File: config.mk
export PLATFORM = sky130hd
export DESIGN_NAME = char_lcd_nibble_write_sequencer
export DESIGN_NICKNAME = d
export VERILOG_FILES = /design/src/rtl/core/clnws_pkg.sv /design/src/rtl/core/clnws_front.sv /design/src/rtl/core/clnws_queue.sv /design/src/rtl/core/clnws_back.sv /design/src/rtl/core/char_lcd_nibble_write_sequencer.sv
export VERILOG_INCLUDE_DIRS = /design/src /design/src/rtl/core
export SDC_FILE = /design/constraint.sdc
export NUM_CORES = 1
export LEC_CHECK = 0
export BUFFER_PORTS_ARGS = -buffer_cell sky130_fd_sc_hd__buf_4
export CAP_MARGIN = 10
export CORE_ASPECT_RATIO = 1.2
export CORE_MARGIN = 1.5
export CORE_UTILIZATION = 30
export CTS_BUF_LIST = sky130_fd_sc_hd__clkbuf_8
export DETAILED_ROUTE_END_ITERATION = 12
export PLACE_DENSITY = 0.45
export RECOVER_POWER = 50
export SYNTH_ARGS = -nofsm -noshare
export SYNTH_HDL_FRONTEND = slang
export SYNTH_HIERARCHICAL = 1
export SYNTH_SLANG_ARGS = --single-unit
File: constraint.sdc
create_clock -name clock -period 7.3 [get_ports clock]
set_input_delay 0.73 -clock clock [delete_from_list [all_inputs] [get_ports clock]]
set_output_delay 0.73 -clock clock [all_outputs]
set_load 0.01 [all_outputs]
File: src/rtl/core/assert_macros.svh
// Assertion macros used by the top level of the LCD write sequencer.
`ifndef ASSERT_MACROS_SVH
`define ASSERT_MACROS_SVH

// Same-cycle implication, disabled while reset is high.
`define ASSERT_IMPLIES(label, clk, rst, ante, cons, msg) \
   label: assert property (@(posedge clk) disable iff (rst) (ante) |-> (cons)) \
      else $error(msg);

// Next-cycle implication, disabled while reset is high.
`define ASSERT_NEXT(label, clk, rst, ante, cons, msg) \
   label: assert property (@(posedge clk) disable iff (rst) (ante) |=> (cons)) \
      else $error(msg);

`endif

File: src/rtl/core/clnws_pkg.sv
// Types and constants shared by the LCD nibble write sequencer modules.
package clnws_pkg;

   // Request kinds on req_type.
   typedef enum logic [1:0] {
      REQ_COMMAND = 2'd0,
      REQ_DATA    = 2'd1,
      REQ_CURSOR  = 2'd2,
      REQ_NONE    = 2'd3
   } req_kind_type;

   // Configuration register indexes.
   typedef enum logic [1:0] {
      CSR_COMMAND_PULSE = 2'd0,
      CSR_COMMAND_GAP   = 2'd1,
      CSR_DATA_PULSE    = 2'd2,
      CSR_BUSY_SETTLE   = 2'd3
   } csr_index_type;

   // Pin phases of one request, in output order.
   typedef enum logic [2:0] {
      PH_HI_EN  = 3'd0,
      PH_HI_GAP = 3'd1,
      PH_LO_EN  = 3'd2,
      PH_LO_GAP = 3'd3,
      PH_POLL   = 3'd4,
      PH_RELEASE = 3'd5
   } phase_type;

   localparam logic [7:0]  CURSOR_ROW0_BASE = 8'h80;
   localparam logic [7:0]  CURSOR_ROW1_BASE = 8'hC0;
   localparam logic [15:0] COMMAND_PULSE_RESET = 16'd10000;
   localparam logic [15:0] COMMAND_GAP_RESET   = 16'd200;
   localparam logic [15:0] DATA_PULSE_RESET    = 16'd0;
   localparam logic [15:0] BUSY_SETTLE_RESET   = 16'd100;

   // Queue between front and back.
   localparam int QUEUE_DEPTH = 4;
   localparam int QUEUE_PTR_W = 2;
   localparam int QUEUE_CNT_W = 3;

   typedef struct packed {
      logic [1:0] req_type;
      logic [7:0] byte_value;
      logic [1:0] row;
      logic [4:0] column;
   } req_item_type;

   typedef struct packed {
      logic        reg_select;
      logic        read_write;
      logic        enable_pin;
      logic [3:0]  nibble;
      logic [15:0] hold_ticks;
      logic        wait_busy;
      logic        status;
      logic        last;
   } rsp_item_type;

   // Classified request as it waits in the queue.
   typedef struct packed {
      logic       is_data;
      logic       reject;
      logic [7:0] byte_value;
   } cmd_entry_type;

   typedef struct packed {
      logic full;
      logic empty;
   } queue_stat_type;

   typedef struct packed {
      logic [15:0] command_pulse_ticks;
      logic [15:0] command_gap_ticks;
      logic [15:0] data_pulse_ticks;
      logic [15:0] busy_settle_ticks;
   } cfg_regs_type;

endpackage

File: src/rtl/core/clnws_front.sv
// Front stage: accepts requests, resolves cursor positions and checks range.
module clnws_front #(
   parameter int LINE_COLUMNS = 16
) (
   input  logic                    clock,
   input  logic                    reset,
   input  logic                    req_valid,
   output logic                    req_stall,
   input  clnws_pkg::req_item_type req_item,
   input  clnws_pkg::queue_stat_type q_stat,
   output logic                    push,
   output clnws_pkg::cmd_entry_type push_entry
);
   import clnws_pkg::*;

   localparam logic [5:0] COLS = 6'(LINE_COLUMNS);

   logic          fr_valid_ff, fr_valid_in;
   cmd_entry_type fr_entry_ff, fr_entry_in;
   logic          accept;
   logic          cursor_bad;
   logic [7:0]    cursor_byte;

   // Handshake: the held item moves on whenever the queue has room
   assign push      = fr_valid_ff && !q_stat.full;
   assign req_stall = fr_valid_ff && q_stat.full;
   assign accept    = req_valid && !req_stall;

   // Classify the incoming item
   always_comb begin
      cursor_bad  = (req_item.row > 2'd1) || ({1'b0, req_item.column} >= COLS);
      cursor_byte = ((req_item.row == 2'd0) ? CURSOR_ROW0_BASE : CURSOR_ROW1_BASE)
                    + {3'b000, req_item.column};
      fr_entry_in = fr_entry_ff;
      fr_valid_in = fr_valid_ff;
      if (accept) begin
         fr_valid_in = (req_item.req_type != REQ_NONE);
         case (req_kind_type'(req_item.req_type))
            REQ_DATA: begin
               fr_entry_in.is_data    = 1'b1;
               fr_entry_in.reject     = 1'b0;
               fr_entry_in.byte_value = req_item.byte_value;
            end
            REQ_CURSOR: begin
               fr_entry_in.is_data    = 1'b0;
               fr_entry_in.reject     = cursor_bad;
               fr_entry_in.byte_value = cursor_byte;
            end
            default: begin
               fr_entry_in.is_data    = 1'b0;
               fr_entry_in.reject     = 1'b0;
               fr_entry_in.byte_value = req_item.byte_value;
            end
         endcase
      end else if (push) begin
         fr_valid_in = 1'b0;
      end
   end

   always_ff @(posedge clock) begin
      if (reset) begin
         fr_valid_ff <= 1'b0;
      end else begin
         fr_valid_ff <= fr_valid_in;
      end
   end

   always_ff @(posedge clock) begin
      fr_entry_ff <= fr_entry_in;
   end

   assign push_entry = fr_entry_ff;

endmodule

File: src/rtl/core/clnws_queue.sv
// Small FIFO of classified requests between the front and the back.
module clnws_queue (
   input  logic                      clock,
   input  logic                      reset,
   input  logic                      push,
   input  clnws_pkg::cmd_entry_type  push_entry,
   input  logic                      pop,
   output clnws_pkg::cmd_entry_type  head,
   output clnws_pkg::queue_stat_type q_stat
);
   import clnws_pkg::*;

   cmd_entry_type            q_mem_ff [QUEUE_DEPTH];
   logic [QUEUE_PTR_W-1:0]   wr_ptr_ff, wr_ptr_in;
   logic [QUEUE_PTR_W-1:0]   rd_ptr_ff, rd_ptr_in;
   logic [QUEUE_CNT_W-1:0]   count_ff, count_in;
   logic                     do_push, do_pop;

   assign q_stat.full  = (count_ff == QUEUE_CNT_W'(QUEUE_DEPTH));
   assign q_stat.empty = (count_ff == '0);
   assign do_push      = push && !q_stat.full;
   assign do_pop       = pop && !q_stat.empty;
   assign head         = q_mem_ff[rd_ptr_ff];

   // Pointer and count update
   always_comb begin
      wr_ptr_in = do_push ? wr_ptr_ff + 1'b1 : wr_ptr_ff;
      rd_ptr_in = do_pop ? rd_ptr_ff + 1'b1 : rd_ptr_ff;
      count_in  = count_ff;
      if (do_push && !do_pop) begin
         count_in = count_ff + 1'b1;
      end else if (do_pop && !do_push) begin
         count_in = count_ff - 1'b1;
      end
   end

   always_ff @(posedge clock) begin
      if (reset) begin
         wr_ptr_ff <= '0;
         rd_ptr_ff <= '0;
         count_ff  <= '0;
      end else begin
         wr_ptr_ff <= wr_ptr_in;
         rd_ptr_ff <= rd_ptr_in;
         count_ff  <= count_in;
      end
   end

   // Entry storage
   always_ff @(posedge clock) begin
      if (do_push) begin
         q_mem_ff[wr_ptr_ff] <= push_entry;
      end
   end

endmodule

File: src/rtl/core/clnws_back.sv
// Back stage: walks the six pin phases of the head request into the output register.
module clnws_back (
   input  logic                      clock,
   input  logic                      reset,
   input  clnws_pkg::cmd_entry_type  head,
   input  clnws_pkg::queue_stat_type q_stat,
   output logic                      pop,
   input  clnws_pkg::cfg_regs_type   cfg,
   output logic                      rsp_valid,
   input  logic                      rsp_stall,
   output clnws_pkg::rsp_item_type   rsp_item
);
   import clnws_pkg::*;

   phase_type    phase_ff, phase_in;
   logic         rsp_valid_ff, rsp_valid_in;
   rsp_item_type rsp_item_ff, rsp_item_in;
   rsp_item_type ph_item;
   logic         load, fire;
   logic [15:0]  pulse, gap;

   // Output register frees up when empty or being taken
   assign load = !rsp_valid_ff || !rsp_stall;
   assign fire = load && !q_stat.empty;

   // Phase decode and next phase
   always_comb begin
      pulse   = head.is_data ? cfg.data_pulse_ticks : cfg.command_pulse_ticks;
      gap     = head.is_data ? 16'd0 : cfg.command_gap_ticks;
      ph_item = '0;
      ph_item.reg_select = head.is_data;
      phase_in = phase_ff;
      case (phase_ff)
         PH_HI_EN: begin
            ph_item.enable_pin = 1'b1;
            ph_item.nibble     = head.byte_value[7:4];
            ph_item.hold_ticks = pulse;
            phase_in           = PH_HI_GAP;
         end
         PH_HI_GAP: begin
            ph_item.nibble     = head.byte_value[7:4];
            ph_item.hold_ticks = gap;
            phase_in           = PH_LO_EN;
         end
         PH_LO_EN: begin
            ph_item.enable_pin = 1'b1;
            ph_item.nibble     = head.byte_value[3:0];
            ph_item.hold_ticks = pulse;
            phase_in           = PH_LO_GAP;
         end
         PH_LO_GAP: begin
            ph_item.nibble = head.byte_value[3:0];
            phase_in       = PH_POLL;
         end
         PH_POLL: begin
            ph_item.reg_select = 1'b0;
            ph_item.read_write = 1'b1;
            ph_item.enable_pin = 1'b1;
            ph_item.wait_busy  = 1'b1;
            phase_in           = PH_RELEASE;
         end
         PH_RELEASE: begin
            ph_item.reg_select = 1'b0;
            ph_item.hold_ticks = cfg.busy_settle_ticks;
            ph_item.last       = 1'b1;
            phase_in           = PH_HI_EN;
         end
         default: begin
            phase_in = PH_HI_EN;
         end
      endcase
      // rejected cursor position: one status-only item
      if (head.reject) begin
         ph_item        = '0;
         ph_item.status = 1'b1;
         ph_item.last   = 1'b1;
         phase_in       = PH_HI_EN;
      end
      if (!fire) begin
         phase_in = phase_ff;
      end
   end

   assign pop = fire && ph_item.last;

   // Output register control
   always_comb begin
      rsp_valid_in = load ? !q_stat.empty : rsp_valid_ff;
      rsp_item_in  = fire ? ph_item : rsp_item_ff;
   end

   always_ff @(posedge clock) begin
      if (reset) begin
         phase_ff     <= PH_HI_EN;
         rsp_valid_ff <= 1'b0;
      end else begin
         phase_ff     <= phase_in;
         rsp_valid_ff <= rsp_valid_in;
      end
   end

   always_ff @(posedge clock) begin
      rsp_item_ff <= rsp_item_in;
   end

   assign rsp_valid = rsp_valid_ff;
   assign rsp_item  = rsp_item_ff;

endmodule

File: src/rtl/core/char_lcd_nibble_write_sequencer.sv
// Top level of the 4-bit character LCD write sequencer.
// Each request becomes six pin phases (high nibble strobe, gap, low nibble
// strobe, gap, busy poll, release), one phase per clock while the receiver
// does not stall; a rejected cursor position becomes a single status item and
// type 3 produces nothing. The front takes one request per clock, unless the
// four-entry queue is full, so a new request is taken while earlier ones are
// still being sent. The back sequencer emits at most one phase per clock.
// A request passes the front register and the queue before its first phase
// enters the output register. Configuration writes are registered; csr_ready
// is always high.
module char_lcd_nibble_write_sequencer #(
   parameter int LINE_COLUMNS = 16
) (
   input  logic                    clock,
   input  logic                    reset,
   input  logic                    req_valid,
   output logic                    req_stall,
   input  clnws_pkg::req_item_type req_item,
   output logic                    rsp_valid,
   input  logic                    rsp_stall,
   output clnws_pkg::rsp_item_type rsp_item,
   input  logic                    csr_valid,
   output logic                    csr_ready,
   input  logic [1:0]              csr_index,
   input  logic [15:0]             csr_wdata
);
   import clnws_pkg::*;

`include "assert_macros.svh"

   cfg_regs_type   cfg_ff, cfg_in;
   queue_stat_type q_stat;
   cmd_entry_type  push_entry, head;
   logic           push, pop;

   assign csr_ready = 1'b1;

   // Configuration registers
   always_comb begin
      cfg_in = cfg_ff;
      if (csr_valid && csr_ready) begin
         case (csr_index_type'(csr_index))
            CSR_COMMAND_PULSE: cfg_in.command_pulse_ticks = csr_wdata;
            CSR_COMMAND_GAP:   cfg_in.command_gap_ticks   = csr_wdata;
            CSR_DATA_PULSE:    cfg_in.data_pulse_ticks    = csr_wdata;
            CSR_BUSY_SETTLE:   cfg_in.busy_settle_ticks   = csr_wdata;
            default:           cfg_in = cfg_ff;
         endcase
      end
   end

   always_ff @(posedge clock) begin
      if (reset) begin
         cfg_ff.command_pulse_ticks <= COMMAND_PULSE_RESET;
         cfg_ff.command_gap_ticks   <= COMMAND_GAP_RESET;
         cfg_ff.data_pulse_ticks    <= DATA_PULSE_RESET;
         cfg_ff.busy_settle_ticks   <= BUSY_SETTLE_RESET;
      end else begin
         cfg_ff <= cfg_in;
      end
   end

   clnws_front #(
      .LINE_COLUMNS(LINE_COLUMNS)
   ) u_front (
      .clock      (clock),
      .reset      (reset),
      .req_valid  (req_valid),
      .req_stall  (req_stall),
      .req_item   (req_item),
      .q_stat     (q_stat),
      .push       (push),
      .push_entry (push_entry)
   );

   clnws_queue u_queue (
      .clock      (clock),
      .reset      (reset),
      .push       (push),
      .push_entry (push_entry),
      .pop        (pop),
      .head       (head),
      .q_stat     (q_stat)
   );

   clnws_back u_back (
      .clock     (clock),
      .reset     (reset),
      .head      (head),
      .q_stat    (q_stat),
      .pop       (pop),
      .cfg       (cfg_ff),
      .rsp_valid (rsp_valid),
      .rsp_stall (rsp_stall),
      .rsp_item  (rsp_item)
   );

   // A taken phase that is not the last one is followed at once by the next
   `ASSERT_NEXT(a_phase_run, clock, reset, rsp_valid && !rsp_stall && !rsp_item.last, rsp_valid, "phase run broken")
   // Nothing appears at the output without a queued request
   `ASSERT_NEXT(a_no_invent, clock, reset, q_stat.empty && !rsp_valid, !rsp_valid, "item without request")
   // A command pulse write lands in its register
   `ASSERT_NEXT(a_csr_write, clock, reset, csr_valid && csr_ready && (csr_index == CSR_COMMAND_PULSE), cfg_ff.command_pulse_ticks == $past(csr_wdata), "csr write lost")

endmodule

==> results of run 1 <==
## metal layers
layer	part of all wire, %	track usage (%)	up-vias
li1	-	-	1949
met1	43	15.1	1959
met2	53	23.3	73
met3	3.4	3.46	11
met4	1.1	4.08	0
met5	0	0	-
## sequential cells by signal, indices dropped and copies added (netlist names), named ones only
register	count
u_front/fr_valid_ff	1
u_front/push_entry	10
u_back/rsp_valid	1
u_back/phase_ff	3
u_queue/count_ff	3
u_queue/wr_ptr_ff	2
u_back/rsp_item	25
cfg_ff	64
u_queue/q_mem_ff	40
u_queue/rd_ptr_ff	2
## synth_stat cells (all sizes together), types with 2 or more instances
master | number | area (µm²)
a21oi | 21 | 105
nand2b | 73 | 457
a22oi | 15 | 113
and3b | 2 | 17.5
buf | 23 | 164
nor3 | 5 | 25.0
a22o | 5 | 43.8
nand3 | 2 | 15.0
ha | 10 | 125
and2 | 7 | 43.8
nor2 | 34 | 138
mux2i | 71 | 711
or3 | 3 | 18.8
clkbuf | 10 | 38.8
inv | 7 | 26.3
nor3b | 4 | 45.1
o21ai | 3 | 15.0
or2 | 2 | 12.5
nand2 | 18 | 67.6
dfxtp | 78 | 1560
edfxtp | 75 | 2250
mux4 | 10 | 225
mux2 | 17 | 191
nand3b | 2 | 15.0
nor2b | 3 | 18.8
xor2 | 4 | 35.0
## power by group through the flow
| stage | clock [W] | sequential, W | combinational (W) |
|---|---|---|---|
| 4_1_cts | 0.000630 | 0.00117 | 0.000601 |
| 3_3_place_gp | 0 | 0.00118 | 0.000593 |
| 5_1_grt | 0.000669 | 0.00119 | 0.000632 |
| 3_5_place_dp | 0 | 0.00119 | 0.000600 |
| 2_1_floorplan | 0 | 0.00118 | 0.000331 |
| 6_report | 0.000606 | 0.00117 | 0.000581 |
## per-stage QoR
step	hold slack (ns)	area (µm²)	utilization (%)	power [W]
3_3_place_gp	0.457	7320	33.7	0.00177
4_1_cts	0.482	7690	35.4	0.00240
2_1_floorplan	0.446	6630	-	0.00151
6_report	0.478	7670	35.4	0.00235
3_5_place_dp	0.462	7320	33.7	0.00179
5_1_grt	0.494	7670	35.4	0.00249
## cells by family (layout without fill, tap and decap cells)
kind of cell,after synthesis,in the layout,synth area share [%]
adders and majority gates,11,11,2.19
muxes,98,98,17.0
other,1,1,0.0565
buffers and inverters,40,109,3.45
AOI/OAI and AO/OA,52,52,5.36
xor gates and xnor gates,4,4,0.528
and+or+nand+nor,159,159,13.9
DFF,153,153,57.5
## layout make-up
cell class                 instances  area [µm²]  area share (%)
timing repair buffer              70         510            6.65
clock inverter                    15         138            1.79
inverter                           7        26.3           0.342
tap                              274         343            4.47
multi-input combinational        325        2610            34.0
sequential                       153        3810            49.7
clock buffer                      17         234            3.05
## worst max-delay path, delay by kind of cell, from the launching register on
kind	cells	cell delay (ns)
muxes	1	0.13
buffers and inverters	2	1.40
adders and majority gates	2	0.61
and+or+nand+nor	3	0.51
AOI/OAI and AO/OA	2	0.21
DFF	1	0.51
## worst max path at each step
stage	startpoint	to	cells after the start
CTS	flop	u_queue/count_ff[2]	10
floorplan	rsp_stall	u_queue/count_ff[2]	9
detailed placement	flop	u_queue/count_ff[2]	10
global route	u_queue/count_ff[0]	u_queue/count_ff[2]	11
global placement	flop	u_queue/count_ff[2]	10
finish	u_queue/count_ff[0]	u_queue/count_ff[1]	10
==> summary.md, run 1 <==
| Metric | Value |
|---|---|
| Max Cap Viol | 2 |
| Core Area | 21,700 µm² |
| Fmax | 274 MHz |
| Leakage | 2.96 nW |
| Commonest cells after routing, fill and taps aside | dfxtp_1, edfxtp_1, nand2b_1 |
| Worst setup SP type | flop |
| Mean area per synthesized cell | 12.8 µm² |
| Post-DP HPWL | 9.18 mm |
| Grt ovf | 0 |
| Slew Limit Fails | 136 |
| Rows | 59 |
| Fill count | 2,181 |
| Slowest-stage cell, CP | clkbuf_1 |
| Top_reg_cell synth | dfxtp_1 |
| CTS resizes | 0 |
| RSZ-0062 raised after global routing | false |
| Worst-margin pin slew | 3.72 ns |
| Final Skew | 0.0137 ns |
| Die area | 23,000 µm² |
| Final ANT Viol Nets | 0 |
| Largest net degree at the start of global routing | 105 |
| Crit-path cells | nor3_1, a21oi_4, clkbuf_1, and2_1, o31ai_2, ha_1, inv_1, fa_1, mux2i_1, nor2_1 |
| First-pass GRT wire length | 23.0 mm |
| Warnings from Yosys | 6 |
| Status | finished with violations |
| H-tree depth | 4 |
| Synth Register Bits | 153 |
| Hold Path End | cfg_ff[24] |
| Antenna cells | 0 |
| Number of global-route vias before repair | 4,275 |
| Hold Vio Cnt, Final | 0 |
| Reg-to-reg endpoint | u_queue/count_ff[1] |
| Post-synth cell types | 48 |
| RD Place Congestion | 0.681 |
| Worst r2r src | u_queue/count_ff[0] |
| Post-synthesis cell area | 6630 µm² |
| Register share of total power | 49.6% |
| CTS tree | done |
| Internal | 0.00158 W |
| DR vias/cell | 4.64 |
| CP Max Fanout | 30 |
| Final TNS setup | 0 ns |
| Crit path arrival time | 3.84 ns |
| CTS buffer count | 17 |
| Final WS setup | 3.65 ns |
| Min-Delay Path Class | flop to flop |
| Sw Share | 32.9% |
| Max incr delay on CP | 1.31 ns |
| Hold_sp | cfg_ff[24] |
| Final worst path period need | 3.65 ns |
| Area delta synth->final | 15.7% |
| Comb power frac | 24.7% |
| Post-CTS Repair Setup Buffers | 0 |
| Port bufs | 67 |
| Switching power | 0.000774 W |
| Sequential fraction of the synthesis area | 57.5% |
| Non-Filler Instances | 861 |
| Max Buffers Root-to-Sink | 2 |
| DR vias | 3,992 |
| R2R Setup Slk | 3.65 ns |
| Initial antenna violation count | 0 |
| CP required | 7.49 ns |
| Detailed Routing Iterations Pass 1 | 4 |
| Worst relative slew slack | -148% |
| # clock sinks | 153 |
| Share of cells above drive strength 1 | 23.3% |
| # IOs | 69 |
| Period utilization | 50.0% |
| Failing checks | capacitance limit, slew limit |
| Number of synthesized flops with an enable pin | 75 |
| Chip width | 139 µm |
| WL final | 14.3 mm |
| Crit path kind | flop to flop |
| Placed insts | 829 |
| R2R cell count | 10 |
| Initial Util | 30.6% |
| Clock share of power | 25.7% |
| Pre-CTS setup slack | 3.74 ns |
| Cells after synthesis | 518 |
| Final #Nets | 625 |
| Critical Path End Type | flop |
| Syn_nets | 569 |
| Latest clock arrival within the worst-skew pair | 0.46 ns |
| Root buf cell | clkbuf_8 |
| Die Height | 166 µm |
| Ys async rst share | 0% |
| Worst-path clk slew | 0.09 ns |
| Total track usage | 13.0% |
| Cts hold-fix bufs | 0 |
| Wire per inst | 16.7 µm |
| Max IR drop VDD | 0.112 mV |
| Pwr dens | 307 nW/µm² |
| # DRC | 0 |
| Starting DRT DRC Count | 162 |
| Setup violations, final | 0 |
| Commonest non-fill, non-tap cell in the layout | dfxtp_1 |
| Hold path depth | 2 |
Power figures use the tool's default switching activity.
==> inputs of run 2 (changes only) <==
PLACE_DENSITY = 0.47   (was 0.45)
clock period = 3.3 ns   (was 7.3 ns; I/O delays follow)
==> run 2 against run 1 <==
Die area unchanged. Sequential power up 120%. Fmax rose by 28%. Largest cell class unchanged. Critical path type unchanged. The run still ends with capacitance limit, slew limit left. Worst hold slack got worse by 0.33 ns. Flip-flop and latch count did not move. Design area up 0.47%.
==> summary.md, run 2 (same netlist as run 1, synthesis figures left out) <==
| Metric | Value |
|---|---|
| Pwr dens | 682 nW/µm² (+120%) |
| Reg-to-reg endpoint | u_queue/count_ff[2] |
| Cts hold-fix bufs | 0 (unchanged) |
| Fill count | 2,162 (-0.87%) |
| Max IR drop VDD | 0.308 mV (+180%) |
| Max Cap Viol | 1 (-1) |
| Root buf cell | clkbuf_8 |
| Final Hold Slack | 0.152 ns (-0.326 ns) |
| Commonest non-fill, non-tap cell in the layout | dfxtp_1 |
| # IOs | 69 (unchanged) |
| Hold Path End | cfg_ff[58] |
| CTS buffer count | 17 (unchanged) |
| R2R Setup Slk | 0.45 ns (-3.20 ns) |
| Setup violations, final | 0 (unchanged) |
| Max reg flops | 64 (unchanged) |
| Crit-path cells | mux4_2, or2_2, and2_1, o31ai_2, ha_1, inv_1, fa_1, xor2_1, or3_1, a21oi_1 |
| Non-Filler Instances | 867 (+0.70%) |
| Chip width | 139 µm (unchanged) |
| R2R cell count | 10 (unchanged) |
| Failing checks | capacitance limit, slew limit |
| Rows | 59 (unchanged) |
| Slowest-stage cell, CP | mux4_2 |
| Latest clock arrival within the worst-skew pair | 0.45 ns (about the same) |
| Pre-CTS setup slack | 0.479 ns (-3.26 ns) |
| Hold Vio Cnt, Final | 0 (unchanged) |
| Share of cells above drive strength 1 | 22.1% (-1.2 points) |
| Sequential cell area | 3810 µm² (unchanged) |
| Max incr delay on CP | 0.51 ns (-0.80 ns) |
| Final TNS setup | 0 ns (unchanged) |
| Final ANT Viol Nets | 0 (unchanged) |
| Worst-margin pin slew | 1.73 ns (-1.99 ns) |
| Most flops, register | cfg_ff |
| Post-DP Area | 7360 µm² (+0.62%) |
| WL final | 14.2 mm (-0.73%) |
| DR vias/cell | 4.65 (+0.23%) |
| Area delta synth->final | 16.2% |
| Largest net degree at the start of global routing | 105 (unchanged) |
| First-pass GRT wire length | 22.7 mm (-1.2%) |
| Met2 wire length | 7.24 mm (-4.1%) |
| Crit path arrival time | 3.19 ns (-0.65 ns) |
| CTS tree | done |
| Critical Path End Type | flop |
| Total track usage | 12.8% (-0.18 points) |
| Slew Limit Fails | 105 (-23%) |
| Final #Nets | 631 (+0.96%) |
| DR vias | 4,029 (+0.93%) |
| Final Skew | 0.0137 ns (-0.0000574 ns) |
| Die Height | 166 µm (unchanged) |
| M1 WL | 6.24 mm (+1.6%) |
| Wire per inst | 16.4 µm (-1.4%) |
| Antenna cells | 0 (unchanged) |
| Hold_sp | csr_wdata[10] |
| Initial Util | 30.6% (unchanged) |
| WL met3 | 642 µm (+32%) |
| Port bufs | 67 (unchanged) |
| Worst relative slew slack | -15.2% (+130 points) |
| Crit path kind | flop to flop |
| Worst setup SP type | flop |
| # clock sinks | 153 (unchanged) |
| RD Place Congestion | 0.699 (+2.7%) |
| Die area | 23,000 µm² (unchanged) |
| Final worst path period need | 2.85 ns (-0.800 ns) |
| Final Cell Area | 7710 µm² (+0.47%) |
| Placed insts | 835 (+0.72%) |
| CP Max Fanout | 2 (-93%) |
| H-tree depth | 4 (unchanged) |
| Starting DRT DRC Count | 240 (+48%) |
| CP required | 3.64 ns (-3.85 ns) |
| Commonest cells after routing, fill and taps aside | dfxtp_1, edfxtp_1, nand2b_1 |
| Final WS setup | 0.451 ns (-3.20 ns) |
| Max layer used | met4 |
| Leakage | 2.96 nW (-0.23%) |
| Post-DP HPWL | 9.02 mm (-1.8%) |
| CTS resizes | 0 (unchanged) |
| Fmax | 351 MHz (+28%) |
| Hold path depth | 3 (+1) |
| Period utilization | 86.3% (+36 points) |
| Status | finished with violations |
| Area occupied by multi-input gates | 2600 µm² (-0.19%) |
| Core Area | 21,700 µm² (unchanged) |
| Post-CTS Repair Setup Buffers | 0 (unchanged) |
| RSZ-0062 raised after global routing | false |
| Worst-path clk slew | 0.08 ns (about the same) |
| Max Buffers Root-to-Sink | 2 (unchanged) |
| Initial antenna violation count | 0 (unchanged) |
| Detailed Routing Iterations Pass 1 | 6 (+2) |
| Number of global-route vias before repair | 4,201 (-1.7%) |
| Grt ovf | 0 (unchanged) |
| Min-Delay Path Class | input pin to flop |
| # DRC | 0 (unchanged) |
-- run 2: worst max-delay path: cells and delay by family, from the launching register on --
kind                       cells  cell delay [ns]
DFF                            1             0.36
adders and majority gates      2             0.66
xor gates and xnor gates       1             0.16
buffers and inverters          1             0.07
AOI/OAI and AO/OA              2             0.23
and+or+nand+nor                3             0.78
muxes                          1             0.51
-- run 2: per-stage QoR --
| stage | power, W | util [%] |
|---|---|---|
| after floorplan | 0.00335 | - |
| after global placement | 0.00394 | 33.9 |
| after detailed placement | 0.00395 | 33.9 |
| after CTS | 0.00542 | 35.8 |
| after global routing | 0.00557 | 35.5 |
| final | 0.00526 | 35.5 |
-- run 2: routing by layer --
layer / vias to the layer above / global-route usage (%)
li1: 1961 / -
met1: 1963 / 15.6
met2: 95 / 22.3
met4: 0 / 4.03
met3: 10 / 3.23
met5: - / 0
-- run 2: worst max path at each step --
stage          start                   to  slack (ns)  depth (start not counted)
6_report        flop  u_queue/count_ff[2]        0.45                         10
5_1_grt         flop  u_queue/count_ff[2]        0.24                         10
4_1_cts         flop  u_queue/count_ff[2]        0.46                         10
3_5_place_dp    flop  u_queue/count_ff[2]        0.48                         10
3_3_place_gp    flop  u_queue/count_ff[2]        0.52                         10
2_1_floorplan   flop  u_queue/count_ff[2]        0.19                         12
-- run 2: area by class of cell --
class | instances | share of cell area [%]
flip-flops and latches | 153 | 49.5
repair buffers | 76 | 6.64
inverters | 7 | 0.341
clock inverters | 15 | 2.30
well taps | 274 | 4.45
clock buffers | 17 | 3.04
multi-input cells | 325 | 33.8
-- run 2: power breakdown --
part           switching [W]  leakage [nW]  internal (W)
Combinational       0.000757          1.42      0.000515
Sequential          0.000152          1.34       0.00237
Clock               0.000716         0.194      0.000747
Total                0.00162          2.96       0.00364
